==> config.mk <==
export PLATFORM = sky130hd
export DESIGN_NAME = pcpa_ctrl
export DESIGN_NICKNAME = d
export VERILOG_FILES = /design/src/rtl/pcpa_pkg.sv /design/src/rtl/pcpa_ctrl.sv
export SDC_FILE = /design/constraint.sdc
export NUM_CORES = 1
export LEC_CHECK = 0
export ABC_AREA = 0
export BUFFER_PORTS_ARGS = -buffer_cell sky130_fd_sc_hd__buf_4
export CAP_MARGIN = 20
export CORE_AREA = 2 2 39 41
export DETAILED_ROUTE_END_ITERATION = 10
export DIE_AREA = 0 0 41 43
export PLACE_DENSITY_LB_ADDON = 0.3
export SLEW_MARGIN = 40
export SYNTH_ARGS = -nofsm -noshare
export SYNTH_HDL_FRONTEND = slang
export SYNTH_SLANG_ARGS = --single-unit
==> constraint.sdc <==
create_clock -name clock -period 1.4 [get_ports clock]
set_input_delay 0.21 -clock clock [delete_from_list [all_inputs] [get_ports clock]]
set_output_delay 0.21 -clock clock [all_outputs]
set_load 0.1 [all_outputs]
==> src/rtl/pcpa_pkg.sv <==
`timescale 1ns / 1ps

package pcpa_pkg;

   // result status codes
   localparam logic [1:0] ST_ALLOC   = 2'd0;
   localparam logic [1:0] ST_FREED   = 2'd1;
   localparam logic [1:0] ST_OOM     = 2'd2;
   localparam logic [1:0] ST_BADFREE = 2'd3;

   // configuration register indexes
   localparam logic CSR_REGION_START = 1'b0;
   localparam logic CSR_REGION_END   = 1'b1;

   // register reset values
   localparam logic [31:0] REGION_START_RST = 32'h8000_0000;
   localparam logic [31:0] REGION_END_RST   = 32'h8800_0000;

   // controller to datapath commands
   typedef struct packed {
      logic       load_req;   // capture the request
      logic       sel_scan;   // head port addresses the scan CPU
      logic       push;       // commit a valid free
      logic       rd_head;    // read the link of the selected head
      logic       pop_own;    // requester head takes the link just read
      logic       take_scan;  // same, after a steal
      logic       scan_init;  // start the scan at id + 1
      logic       scan_next;  // advance the scan
      logic       rsp_load;   // load the response registers
      logic [1:0] rsp_status;
   } pcpa_cmd_type;

   // datapath to controller status
   typedef struct packed {
      logic is_free;
      logic free_ok;
      logic head_valid;  // selected list is non-empty
      logic scan_last;
      logic no_peer;     // single CPU, nothing to steal from
   } pcpa_sts_type;

endpackage

==> src/rtl/pcpa_ctrl.sv <==
`timescale 1ns / 1ps

module pcpa_ctrl (
   input  logic                  clock,
   input  logic                  reset,
   input  logic                  start,
   output logic                  busy,
   output logic                  rsp_valid,
   input  pcpa_pkg::pcpa_sts_type sts,
   output pcpa_pkg::pcpa_cmd_type cmd
);

   localparam logic [2:0] S_IDLE = 3'd0;
   localparam logic [2:0] S_EXEC = 3'd1;
   localparam logic [2:0] S_POP  = 3'd2;
   localparam logic [2:0] S_SCAN = 3'd3;
   localparam logic [2:0] S_TAKE = 3'd4;

   logic [2:0] state_ff, state_in;
   logic       rsp_valid_ff;

   always_comb begin
      cmd      = '0;
      state_in = state_ff;
      case (state_ff)
         S_IDLE: begin
            if (start) begin
               cmd.load_req = 1'b1;
               state_in     = S_EXEC;
            end
         end
         S_EXEC: begin
            if (sts.is_free) begin
               cmd.rsp_load = 1'b1;
               if (sts.free_ok) begin
                  cmd.push       = 1'b1;
                  cmd.rsp_status = pcpa_pkg::ST_FREED;
               end else begin
                  cmd.rsp_status = pcpa_pkg::ST_BADFREE;
               end
               state_in = S_IDLE;
            end else if (sts.head_valid) begin
               cmd.rd_head = 1'b1;
               state_in    = S_POP;
            end else if (sts.no_peer) begin
               cmd.rsp_load   = 1'b1;
               cmd.rsp_status = pcpa_pkg::ST_OOM;
               state_in       = S_IDLE;
            end else begin
               cmd.scan_init = 1'b1;
               state_in      = S_SCAN;
            end
         end
         S_POP: begin
            cmd.pop_own    = 1'b1;
            cmd.rsp_load   = 1'b1;
            cmd.rsp_status = pcpa_pkg::ST_ALLOC;
            state_in       = S_IDLE;
         end
         S_SCAN: begin
            cmd.sel_scan = 1'b1;
            if (sts.head_valid) begin
               cmd.rd_head = 1'b1;
               state_in    = S_TAKE;
            end else if (sts.scan_last) begin
               cmd.rsp_load   = 1'b1;
               cmd.rsp_status = pcpa_pkg::ST_OOM;
               state_in       = S_IDLE;
            end else begin
               cmd.scan_next = 1'b1;
            end
         end
         S_TAKE: begin
            cmd.take_scan  = 1'b1;
            cmd.rsp_load   = 1'b1;
            cmd.rsp_status = pcpa_pkg::ST_ALLOC;
            state_in       = S_IDLE;
         end
         default: begin
            state_in = S_IDLE;
         end
      endcase
   end

   always_ff @(posedge clock) begin
      if (reset) begin
         state_ff     <= S_IDLE;
         rsp_valid_ff <= 1'b0;
      end else begin
         state_ff     <= state_in;
         rsp_valid_ff <= cmd.rsp_load;
      end
   end

   assign busy      = (state_ff != S_IDLE);
   assign rsp_valid = rsp_valid_ff;

   // a response always follows a working cycle
   a_rsp_after_work: assert property (@(posedge clock) disable iff (reset)
      rsp_valid_ff |-> $past(state_ff) != S_IDLE)
      else $error("response without a preceding working cycle");

   a_pop_after_exec: assert property (@(posedge clock) disable iff (reset)
      (state_ff == S_POP) |-> $past(state_ff) == S_EXEC)
      else $error("pop state entered from outside execute");

   a_take_after_scan: assert property (@(posedge clock) disable iff (reset)
      (state_ff == S_TAKE) |-> $past(state_ff) == S_SCAN)
      else $error("take state entered without a scan hit");

endmodule

==> impl_results.md <==
- Least-Margin Pin Slew: 0.3183 ns
- Final min period: 1.563 ns
- Clock power share: 0.234
- RePlAce Congestion: 0.7810
- PortBufs: 20
- Drt first pass iters: 4
- CTS Hold Buffers Added: 0
- Most common cell after layout, fill and taps aside: buf_4
- Drt wl/cell: 11.58 um
- Yosys cell types: 21
- Setup ws final: -0.1631 ns
- Comb pwr share: 0.557
- # setup viols final: 10
- Vias in the first global route: 395
- Area growth from synthesis to layout: 162.2%
- Worst Setup End Kind: primary output
- RSZ-0062 raised after global routing: yes
- Met2 usage: 0.2156
- Worst-case clock buffer depth: 2
- CTS sink cnt: 4
- Congestion Overflow GR: 0
- Clk_lat worst skew: 0.24 ns
- Initial Utilization: 0.2441
- Final core utilization: 0.6401
- Worst EP arrival: 1.35 ns
- Worst hold slack: 0.1672 ns
- Placed Cells: 85
- Critical Path Start Type: flip-flop
- WP data required: 1.19 ns
- Slew Limit Fails: 0
- Drt total wl: 1065 um
- Fillers: 117
- Cell Pwr Density: 695.5 mW/mm^2
- Reg2Reg Capture Point: state_ff[1]
- Final hold violations: 0
- H-tree depth reported by CTS: 1
- CTS root buf: clkbuf_4
- Initial antenna violation count: 0
- GRT Total Usage: 0.1393
- R2R depth: 3
- Pin count of the biggest net entering global routing: 10
- First-pass GRT wire length: 1725 um
- Internal power: 341.5 uW
- Setup TNS: -0.6771 ns
- Die height: 43 um
- Synth Net Count: 52
- R2r setup slk: 0.18 ns
- Sw Ratio: 0.4457
- Global Route met3 Usage: 0.05236
- Via density: 4.772
- Vias: 439
- Lkg Pwr: 0.0003501 uW
- Synth top area share: 0.2370
- Boundary Pins: 21
- Hold Path Sink: state_ff[0]
- Fin crit share: 1.117
- Reg2reg start: state_ff[1]
- Num rows: 14
- Die ar.: 0.001763 mm^2
- Hold Crit Class: input port to flip-flop
- Max Freq: 0.6397 GHz
- Worst Clk Skew: 0.003488 ns
- Cell taking the most area after synthesis: dfxtp_1
- Antenna Nets Post-Route: 0
- Share of post-route cells with drive strength above 1: 0.7763
- Mapped Avg Cell Area: 7.678 um^2
- Violated checks: negative setup slack
- Ranking of synthesized cells by area: dfxtp_1 24%, nor3b_1 8.9%, buf_6 6.7%
- ANT cells: 0
- Commonest cells after routing, fill and taps aside: 17 x buf_4, 11 x buf_12
- DP Wirelength: 783.2 um
- Maximum vdd drop: 0.3497 mV
- CTS tree: done
- Yosys warnings: 0
- Synthesized area: 337.8 um^2
- Status: finished with violations
- Syn Inst Count: 44
- Sequential share of the synthesized area: 0.2370
- Fin cells: 92
- CTS Buf Count: 3
- Sequential power share: 0.209
- Met1 usage: 0.1757
- Drt drc: 0
- Worst-path fanout max: 9
- #FFs+latches synth: 4
- Core region area: 0.001384 mm^2
- Min-delay src: reset
- Max transition margin: 0.7862
- Setup Crit Path Kind: flip-flop to primary output
- WHS Path Cells: 2
- Busiest layer in global routing: met2
- Die width: 41 um
- Clk slew on worst S/H paths: 0.04 ns
- P_sw: 274.6 uW
- Pre-CTS WS: -0.02735 ns
- Nets: 86
- Max-cap violations: 0
- Iter 0 DRT Violations: 10
==> worst max-delay path by stage <==
stage | start | endpoint | slack (ns)
finish | state_ff[1] | cmd[2] | -0.16
detailed placement | state_ff[1] | cmd[8] | -0.03
CTS | state_ff[1] | cmd[10] | -0.14
global route | state_ff[1] | cmd[2] | -0.22
global placement | state_ff[1] | cmd[8] | -0.02
floorplan | state_ff[1] | cmd[7] | -0.29
==> Yosys cell counts <==
master,n
or3_4,2
and2_1,1
nor3b_1,4
and2b_1,1
nand3_1,1
a211oi_2,1
nand3b_1,1
a211oi_1,1
nor2_1,5
buf_6,2
dfxtp_1,4
a221oi_1,1
o21ai_0,3
a21oi_1,1
nor2b_1,3
inv_1,5
nor3_1,2
nand2b_1,2
and3_1,1
a311oi_2,1
nand2_1,2
==> cell type report <==
| type | instances | area [um^2] | share of cell area |
|---|---|---|---|
| Timing Repair Buffer | 31 | 381.6 | 0.4308 |
| Multi-Input combinational cell | 33 | 341.6 | 0.3856 |
| Sequential cell | 4 | 91.34 | 0.1031 |
| Clock buffer | 3 | 22.52 | 0.02542 |
| Inverter | 5 | 28.78 | 0.03249 |
| Tap cell | 16 | 20.02 | 0.02260 |
==> power by group through the flow <==
stage,registers [uW],logic [uW],clock network [uW]
floorplan,138,214,0
global placement,131,280,0
detailed placement,132,282,0
CTS,128,332,149
global route,130,355,160
finish,129,343,144
==> per-stage QoR <==
| stage | total power [uW] | area, um^2 |
|---|---|---|
| finish | 616.1 | 885.9 |
| global route | 645.5 | 885.9 |
| CTS | 609.3 | 830.8 |
| detailed placement | 413.2 | 626.9 |
| global placement | 411.3 | 626.9 |
| floorplan | 351.8 | 426.7 |
==> routing by layer <==
metal | vias up | part of all wire
met4 | 0 | 0.0085
met2 | 8 | 0.54
li1 | 217 | -
met1 | 212 | 0.42
met3 | 2 | 0.030
met5 | - | 0
==> worst max-delay path, stage by stage (launching register included) <==
cell and delay, ns:
dfxtp_4 0.37, o21ai_0 0.27, o21ai_2 0.14, a21oi_4 0.15, buf_12 0.18
==> cells by family after synthesis <==
family,after synthesis,share of synthesized area
and+or+nand+nor,25,0.4519
AOI/OAI and AO/OA,8,0.1889
buffers and inverters,7,0.1222
DFF,4,0.2370
==> flip-flops by register name (all words and copies together), names as in the netlist <==
register and flops:
state_ff 3, rsp_valid 1
==> what timing repair did <==
action                                 in CTS  in global routing
gates resized for setup                    41                  9
endpoints found under the hold margin       0                  0
pin swaps                                   3                  1
buffers inserted                            1                  3
setup endpoints to repair                  12                 12
No activity file was read; power rests on OpenSTA's default activity.
